`src/hw/rtl/jsu_pkg.sv`:
```
// ----------------------------------------------------------------------------
// jsu_pkg
// Shared types, character codes and helpers for the JSON string unescaper.
// ----------------------------------------------------------------------------
package jsu_pkg;

  localparam int MaxResults = 3;

  // Character codes
  localparam logic [7:0] CH_QUOTE = 8'h22;
  localparam logic [7:0] CH_BSLASH = 8'h5C;
  localparam logic [7:0] CH_U = 8'h75;

  // UTF-8 encoding constants
  localparam logic [15:0] UTF8_LIM1 = 16'h0080;
  localparam logic [15:0] UTF8_LIM2 = 16'h0800;
  localparam logic [7:0] UTF8_LEAD2 = 8'hC0;
  localparam logic [7:0] UTF8_LEAD3 = 8'hE0;
  localparam logic [7:0] UTF8_CONT = 8'h80;
  localparam logic [7:0] UTF8_MASK = 8'h3F;

  typedef enum logic [2:0] {
    MODE_NORMAL = 3'd0,
    MODE_ESC    = 3'd1,
    MODE_HEX1   = 3'd2,
    MODE_HEX2   = 3'd3,
    MODE_HEX3   = 3'd4,
    MODE_HEX4   = 3'd5
  } mode_t;

  // One result transaction
  typedef struct packed {
    logic [7:0] data;
    logic       valid;
    logic       last;
  } entry_t;

  // All results caused by one input byte
  typedef struct packed {
    logic [1:0]                  count;
    entry_t [MaxResults-1:0]     ent;
  } result_set_t;

  // Hex digit value; ok is low for anything outside 0-9, a-f, A-F
  function automatic logic [4:0] hex_digit(input logic [7:0] b);
    logic [4:0] r;
    r = 5'd0;
    if (b >= 8'h30 && b <= 8'h39) r = {1'b1, b[3:0]};
    else if ((b >= 8'h61 && b <= 8'h66) || (b >= 8'h41 && b <= 8'h46))
      r = {1'b1, b[3:0] + 4'd9};
    return r;
  endfunction

  function automatic logic [7:0] escape_map(input logic [7:0] b);
    logic [7:0] r;
    r = b;
    unique case (b)
      8'h6E:   r = 8'h0A; // n
      8'h72:   r = 8'h0D; // r
      8'h74:   r = 8'h09; // t
      8'h62:   r = 8'h08; // b
      8'h66:   r = 8'h0C; // f
      default: r = b;
    endcase
    return r;
  endfunction

endpackage

```
`src/hw/rtl/jsu_decode.sv`:
```
// ----------------------------------------------------------------------------
// jsu_decode
// Escape state and per-byte decode: turns one body byte into 0..3 results.
// ----------------------------------------------------------------------------
module jsu_decode (
  input  logic                clk,
  input  logic                rst,
  input  logic                step,
  input  logic [7:0]          in_byte,
  input  logic                in_last,
  output jsu_pkg::result_set_t res
);
  import jsu_pkg::*;

  mode_t       mode, mode_next;
  logic [15:0] hex_value, hex_value_next;
  logic        hex_stopped, hex_stopped_next;

  logic [4:0]  dig;
  logic [15:0] hv_upd;
  logic        hs_upd;
  logic        ended;

  always_comb begin
    dig = hex_digit(in_byte);
    hv_upd = hex_value;
    if (!hex_stopped && dig[4]) hv_upd = {hex_value[11:0], dig[3:0]};
    hs_upd = hex_stopped | ~dig[4];
  end

  always_comb begin
    mode_next = mode;
    hex_value_next = hex_value;
    hex_stopped_next = hex_stopped;
    res = '0;
    ended = 1'b0;
    unique case (mode)
      MODE_ESC: begin
        mode_next = MODE_NORMAL;
        if (in_byte == CH_U) begin
          mode_next = MODE_HEX1;
          hex_value_next = '0;
          hex_stopped_next = 1'b0;
        end else begin
          res.ent[0] = '{data: escape_map(in_byte), valid: 1'b1, last: 1'b0};
          res.count = 2'd1;
        end
      end
      MODE_HEX1, MODE_HEX2, MODE_HEX3: begin
        hex_value_next = hv_upd;
        hex_stopped_next = hs_upd;
        unique case (mode)
          MODE_HEX1: mode_next = MODE_HEX2;
          MODE_HEX2: mode_next = MODE_HEX3;
          default:   mode_next = MODE_HEX4;
        endcase
      end
      MODE_HEX4: begin
        // code point complete: encode as UTF-8
        if (hv_upd < UTF8_LIM1) begin
          res.ent[0] = '{data: hv_upd[7:0], valid: 1'b1, last: 1'b0};
          res.count = 2'd1;
        end else if (hv_upd < UTF8_LIM2) begin
          res.ent[0] = '{data: UTF8_LEAD2 | {3'b000, hv_upd[10:6]}, valid: 1'b1, last: 1'b0};
          res.ent[1] = '{data: UTF8_CONT | (hv_upd[7:0] & UTF8_MASK), valid: 1'b1, last: 1'b0};
          res.count = 2'd2;
        end else begin
          res.ent[0] = '{data: UTF8_LEAD3 | {4'b0000, hv_upd[15:12]}, valid: 1'b1,
                         last: 1'b0};
          res.ent[1] = '{data: UTF8_CONT | (hv_upd[13:6] & UTF8_MASK), valid: 1'b1,
                         last: 1'b0};
          res.ent[2] = '{data: UTF8_CONT | (hv_upd[7:0] & UTF8_MASK), valid: 1'b1, last: 1'b0};
          res.count = 2'd3;
        end
        mode_next = MODE_NORMAL;
        hex_value_next = '0;
        hex_stopped_next = 1'b0;
      end
      default: begin
        // normal text
        mode_next = MODE_NORMAL;
        if (in_byte == CH_QUOTE) ended = 1'b1;
        else if (in_byte == CH_BSLASH) mode_next = MODE_ESC;
        else begin
          res.ent[0] = '{data: in_byte, valid: 1'b1, last: 1'b0};
          res.count = 2'd1;
        end
      end
    endcase

    if (ended || in_last) begin
      unique case (res.count)
        2'd1:    res.ent[0].last = 1'b1;
        2'd2:    res.ent[1].last = 1'b1;
        2'd3:    res.ent[2].last = 1'b1;
        default: begin
          // nothing pending (quote, or an escape cut short): bare end marker
          res.ent[0] = '{data: 8'h00, valid: 1'b0, last: 1'b1};
          res.count = 2'd1;
        end
      endcase
      mode_next = MODE_NORMAL;
      hex_value_next = '0;
      hex_stopped_next = 1'b0;
    end
  end

  always_ff @(posedge clk) begin
    if (rst) begin
      mode <= MODE_NORMAL;
      hex_value <= '0;
      hex_stopped <= 1'b0;
    end else if (step) begin
      mode <= mode_next;
      hex_value <= hex_value_next;
      hex_stopped <= hex_stopped_next;
    end
  end

  a_end_resets: assert property (@(posedge clk) disable iff (rst)
    step && (in_last || (mode == MODE_NORMAL && in_byte == CH_QUOTE))
    |=> mode == MODE_NORMAL && hex_value == '0 && !hex_stopped)
    else $error("decode state not cleared after string end");

  a_hex_fresh: assert property (@(posedge clk) disable iff (rst)
    step && mode == MODE_ESC && in_byte == CH_U && !in_last
    |=> mode == MODE_HEX1 && hex_value == '0 && !hex_stopped)
    else $error("unicode escape did not start clean");

endmodule

```
`src/hw/rtl/json_string_unescape_unit.sv`:
```
// ----------------------------------------------------------------------------
// json_string_unescape_unit
// JSON string body unescaper: decodes escapes and emits UTF-8 bytes.
// ----------------------------------------------------------------------------
//  channel | direction | tdata          | tlast      | tuser
//  s_      | in        | in_byte[7:0]   | in_last    | -
//  m_      | out       | out_byte[7:0]  | string_end | byte_valid
//
//  One body byte per cycle is taken while each byte yields at most one
//  result and m_ does not stall; a byte that yields more results (UTF-8 of a
//  \u escape) holds the output until all of them have left, which sets the rate.
//  Path: input register, then decode into the result buffer.
//  rst (synchronous) empties both registers and returns to normal text.
//  A stall on m_ backs up through the result buffer to s_tready.
// ----------------------------------------------------------------------------
module json_string_unescape_unit (
  input  logic       clk,
  input  logic       rst,
  input  logic       s_tvalid,
  output logic       s_tready,
  input  logic [7:0] s_tdata,   // [7:0] in_byte
  input  logic       s_tlast,   // in_last
  output logic       m_tvalid,
  input  logic       m_tready,
  output logic [7:0] m_tdata,   // [7:0] out_byte
  output logic       m_tuser,   // [0] byte_valid
  output logic       m_tlast    // string_end
);
  import jsu_pkg::*;

  // input register
  logic       ir_valid;
  logic [7:0] ir_byte;
  logic       ir_last;

  // result buffer: up to three results of one byte, head at entry 0
  entry_t [MaxResults-1:0] q;
  logic [1:0]              cnt;

  result_set_t res;
  logic        take, load_ok, step;

  assign m_tvalid = (cnt != 2'd0);
  assign take = m_tvalid && m_tready;
  // buffer can take a new set when empty or its last entry leaves now
  assign load_ok = (cnt == 2'd0) || (cnt == 2'd1 && m_tready);
  assign step = ir_valid && load_ok;
  assign s_tready = !ir_valid || load_ok;

  jsu_decode u_decode (
    .clk     (clk),
    .rst     (rst),
    .step    (step),
    .in_byte (ir_byte),
    .in_last (ir_last),
    .res     (res)
  );

  always_ff @(posedge clk) begin
    if (rst) begin
      ir_valid <= 1'b0;
    end else if (s_tready) begin
      ir_valid <= s_tvalid;
    end
  end

  always_ff @(posedge clk) begin
    if (s_tready && s_tvalid) begin
      ir_byte <= s_tdata;
      ir_last <= s_tlast;
    end
  end

  always_ff @(posedge clk) begin
    if (rst) begin
      cnt <= 2'd0;
    end else if (step) begin
      cnt <= res.count;
    end else if (take) begin
      cnt <= cnt - 2'd1;
    end
  end

  always_ff @(posedge clk) begin
    if (step) begin
      q <= res.ent;
    end else if (take) begin
      q[0] <= q[1];
      q[1] <= q[2];
    end
  end

  assign m_tdata = q[0].data;
  assign m_tuser = q[0].valid;
  assign m_tlast = q[0].last;

  a_load_safe: assert property (@(posedge clk) disable iff (rst)
    step |-> cnt == 2'd0 || (cnt == 2'd1 && take))
    else $error("result set loaded over pending results");

  a_end_is_tail: assert property (@(posedge clk) disable iff (rst)
    m_tvalid && m_tlast |-> cnt == 2'd1)
    else $error("string end not on final buffered result");

  a_reset_empty: assert property (@(posedge clk)
    rst |=> !m_tvalid && s_tready)
    else $error("buffers not empty after reset");

endmodule
```
`config.mk`:
```
export PLATFORM = sky130hd
export DESIGN_NAME = json_string_unescape_unit
export DESIGN_NICKNAME = d
export VERILOG_FILES = /design/src/hw/rtl/jsu_pkg.sv /design/src/hw/rtl/jsu_decode.sv /design/src/hw/rtl/json_string_unescape_unit.sv
export SDC_FILE = /design/constraint.sdc
export NUM_CORES = 1
export LEC_CHECK = 0
export BUFFER_PORTS_ARGS = -buffer_cell sky130_fd_sc_hd__buf_2
export CORE_MARGIN = 2
export CORE_UTILIZATION = 50
export CTS_BUF_LIST = sky130_fd_sc_hd__clkbuf_4 sky130_fd_sc_hd__clkbuf_8
export DETAILED_ROUTE_END_ITERATION = 8
export GPL_TIMING_DRIVEN = 0
export PLACE_DENSITY_LB_ADDON = 0.1
export SYNTH_ARGS = -nofsm -noshare
export SYNTH_HDL_FRONTEND = slang
export SYNTH_HIERARCHICAL = 1
export SYNTH_SLANG_ARGS = --single-unit
```
`constraint.sdc`:
```
create_clock -name clk -period 2.9 [get_ports clk]
set_input_delay 0.29 -clock clk [delete_from_list [all_inputs] [get_ports clk]]
set_output_delay 0.29 -clock clk [all_outputs]
set_load 0.01 [all_outputs]
```
Yosys cells after proc, flatten, opt, wreduce, memory -nomap -nowiden
Cells that the tools add are included.
Storage, ports and cells
  word-level logic and storage cells: 118
  flip-flop bits (word level): 62
Cells by class
  reduce and logical (&&, ||, !) cells: 25
  bitwise logic cells: 3
  magnitude comparators: 8
  equality and inequality tests: 18
  mux-type cells: 45
  $add $sub $neg: 2
Operators with widths (number)
  $eq 8x7->1 const B: 7
  $mux 10: 5
  $mux 16: 3
  $pmux 16 s3: 1
  $mux 20: 2
  $pmux 8 s5: 1
  $mux 11: 3
  $pmux 10 s3: 1
  $mux 18: 1
  $ge 8x7->1 const B: 2
  $le 8x7->1 const B: 2
  $lt 16x12->1 const B: 1
  $lt 16x8->1 const B: 1
  $mux 2: 7
  $mux 1: 12
  $mux 5: 2
  $mux 9: 1
  $pmux 3 s3: 1
  $reduce_or 3->1: 3
  $eq 8x6->1 const B: 1
  $ge 8x6->1 const B: 1
  $le 8x6->1 const B: 1
  $logic_and 1x1->1: 8
  $eq 3x2->1 const B: 2
  21 further kinds: 32

Logic depth before layout (Yosys ltp)
  word-level depth: 16
  gate-level depth with buffers: 12
  gate-level depth less buffers: 11

By module
Netlist, hierarchy kept.
Modules (own cells, without submodules)
  jsu_decode: area each 2195.9 µm², cells each 294, sequential area each 400.4 µm², times used 1
  json_string_unescape_unit: area each 1775.5 µm², cells each 94, sequential area each 1231.2 µm², times used 1

Worst setup path after synthesis
Ideal clock, no wire load.
  path type: reg-to-reg
  start: register ir_byte[0]
  end: register q[15] (netlist name) (data pin)
  path buffers: 2
  setup time: 0.260 ns
  arrival time: 2.469 ns
  cell stages (with the launch flop): 11
  path slack: 0.171 ns
  data required time: 2.640 ns
  cell sequence: edfxtp_1 inv_1 ha_1 o21bai_1 a211oi_4 o21a_1 buf_6 mux2i_1 buf_4 a311oi_2 mux2_4
RTL lines
  from (decl): RTL line json_string_unescape_unit.sv:33  | logic [7:0] ir_byte;
  from (signal assigned): RTL line json_string_unescape_unit.sv:69  | ir_byte <= s_tdata;
  to (signal assigned): RTL line json_string_unescape_unit.sv:86  | q <= res.ent;
  to (decl): RTL line json_string_unescape_unit.sv:37  | entry_t [MaxResults-1:0] q;

==> metrics.txt <==
Post-CTS Hold Buffers=0; top_reg_cell synth=edfxtp_1; count of cell types in the netlist=between 70 and 80; Peak Freq=349 MHz; worst-margin pin slew=between 0.8 and 0.9 ns; critical path's largest stage delay=between 0.4 and 0.5 ns; Synth Instances=just under 400; YS warnings=6; critical path's slowest cell=edfxtp_1; Syn Area/Cell=just over 10 µm²; Die Span Y=about 93 µm; CTS Buffer Depth=2; CTS tree=built; most used cell, CP=buf_4; Startpoint Class=flip-flop; number of synthesized flops with an enable pin=39; # IOs=25; pre-CTS WS=-0.525 ns; CP Capture Type=flip-flop; max_cap viols=0; drc violations=0; Reg2Reg Capture Point=m_tdata[3]; Layout area overhead=18.9%; DP Wirelength=6.87 mm; Routed Antenna Nets=0; GP Congestion=around 0.94; post-route insts no fill=approximately 550; Post-synth top cells=nor2_1 (42), edfxtp_1 (39), nand2_1 (26); placed insts=between 500 and 600; largest net degree at the start of global routing=23; main area contributors after synthesis=edfxtp_1 (29%), dfxtp_1 (12%), mux2_4 (6.8%); Reg2Reg Depth=11; worst path cell trace=inv_2 -> ha_1 -> nor3b_4 -> nor3_4 -> o21a_1 -> buf_6 -> buf_4 -> buf_4 -> o22ai_1 -> o21ai_1 -> mux2_4; peak supply drop=approximately 0.26 mV; core area=7730 µm²; DR pass1 iterations=5; total CTS buffers=9; drt via density=a little under 6; Crit path required time=3.01 ns; xor-xnor portion of the synthesized cell area=less than 1%; IO Port Bufs=24; layout cells sized above 1=approximately a third; wire per inst=around 18 µm; setup violators final=0; DIE AREA=8670 µm²; area share of the largest cell type after synthesis=between 20 and 30%; flops & latches, synth=just over 60; initial core utilization=between 50% and 60%; largest area contributor in the netlist=edfxtp_1; 1st-iter DRT viols=between 200 and 300; # diodes=0; Pwr Density=about 570 nW/µm²; FF-to-FF setup slack=around 0.037 ns; vias in the first global route=about 3,000; crit-path max FO=10; Synth Cell Area=just under 4000 µm²; Final Cycle Share=between 90% and 100%; gr usage total=about a quarter; Max Slew Vio Count=0; leakage power total=about 0.0018 µW; Async SR Flop Fraction=0%; post-synthesis adder-cell area fraction=2.52%; Compound-Gate Fraction of Synth Area=between 20% and 30%; Setup WS post-layout=between 0.03 and 0.04 ns; hold depth=1; Setup CP Type=flip-flop to flip-flop; Worst Skew=~0.0083 ns; hold path start=s_tdata[6]; slew margin rel.=around two fifths; initial antenna violation count=0; fin area=roughly 4700 µm²; clk slew on worst S/H paths=approximately 0.080 ns; Row Count=32; DP Area=~4200 µm²; total congestion overflow=0; Routed WL=9.74 mm; RR Startpoint=ir_byte[0]; mux cell area share after synthesis=9.74%; register area share after synthesis=41.1%; clk sinks=62; CTS HTree Levels=3; Post-layout nets=463; setup TNS=0 ns; Hold Fails Final Rpt=0; status=completed; simple-gate share of the synthesized area=between 10% and 20%; Hold Path End=ir_byte[6]; Clock Root Buffer=clkbuf_8; largest family of logic cells by synthesized area=compound AO/OA/AOI/OAI gates; Vias=about 3,200; hold crit path type=input pin to flip-flop; Worst Path Arrival=2.97 ns; worst-skew pair later-pin latency=~0.35 ns; crit path time final=2.86 ns; width of the die=between 90 and 100 µm; global-route wire length before repair=15.5 mm; most common cell in the netlist=nor2_1
-- what timing repair did --
item,in CTS,in global routing
buffers inserted,4,14
resized for setup,6,24
cloned,0,0
pin swaps,1,3
endpoints found under the setup margin,23,30
-- layout by cell type (no fill, tap or decap), types with 3 or more instances in the layout --
cell       instances
a31oi_1            3
o21ai_1            3
dfxtp_1           23
clkbuf_8           9
and2_1             3
clkbuf_1          11
buf_4             34
nor2_1            42
a21oi_1           12
mux2_4            18
a211oi_1           6
bufinv_16          4
nand4_1            4
buf_2             30
o211ai_1           6
ha_1               7
nand2_1           26
nand3_1            7
nor2b_1            7
a22oi_1            5
a32oi_1           12
mux2_2             5
or3_1              3
mux2i_1            3
inv_1             16
buf_6              5
nor3_1             7
o21ai_0            7
nor4_1             7
and3_1             4
a311oi_2           6
a21o_1             5
nand2b_1           3
edfxtp_1          39
-- worst max path at each step --
stage | start | end | slack (ns)
6_report | ir_byte[0] | m_tdata[3] | 0.04
5_1_grt | ir_byte[0] | m_tdata[2] | -0.05
4_1_cts | ir_byte[0] | q[12] | -0.02
3_5_place_dp | ir_byte[0] | m_tdata[4] | -0.52
3_3_place_gp | ir_byte[0] | m_tdata[4] | -0.57
2_1_floorplan | ir_byte[0] | q[15] | 0.17
-- where the power goes --
group          switching [µW]  total (µW)  leakage (µW)  internal [µW]
clock                     377        1040      0.000130            662
sequential               35.7        1100      0.000559           1070
combinational             272         545       0.00110            273
total                     684        2690       0.00179           2000
-- stage by stage --
| step | power [µW] | utilization [%] | hold slack (ns) |
|---|---|---|---|
| CTS | 2680 | 58.8 | 0.0956 |
| global placement | 1630 | 54.6 | 0.467 |
| floorplan | 1510 | - | 0.359 |
| finish | 2690 | 61.1 | 0.107 |
| global route | 2800 | 61.1 | 0.0944 |
| detailed placement | 1640 | 54.6 | 0.468 |
-- routing by layer --
metal / vias to the layer above / global-route usage, % / routed length [µm]
met5: - / 0 / 0
met4: 0 / 10.4 / 253
met3: 19 / 3.71 / 464
met2: 125 / 37.3 / 4540
met1: 1542 / 31.6 / 4480
li1: 1549 / - / -
-- critical path: cells and delay by family, from the launching register on --
family	cells	cell delay, ns
AO/OA/AOI/OAI	3	0.68
buffers and inverters	4	0.62
flip-flops	1	0.45
AND/OR/NAND/NOR	2	0.35
multiplexers	1	0.30
adder cells (fa/ha/maj)	1	0.21
-- area by class of cell --
cell class	instances	area, µm²
timing repair buffer	42	259
multi-input combinational	268	2070
sequential	62	1630
tap	102	128
clock inverter	7	145
fill	642	3010
buffer	42	297
inverter	17	63.8
clock buffer	9	124
-- state kept, by name, indices dropped and copies added, names as in the netlist --
signal,count
ir_last,1
cnt,2
u_decode/mode,3
m_tuser,1
u_decode/hex_value,16
ir_valid,1
u_decode/hex_stopped,1
m_tlast,1
m_tdata,8
q,20
ir_byte,8
-- logic make-up after synthesis --
kind of cell,Yosys count
xor gates and xnor gates,1
buffers and inverters,59
adders and majority gates,8
and+or+nand+nor,132
muxes,29
other,1
AOI/OAI and AO/OA,96
DFF,62
No activity file was read; power rests on OpenSTA's default activity.
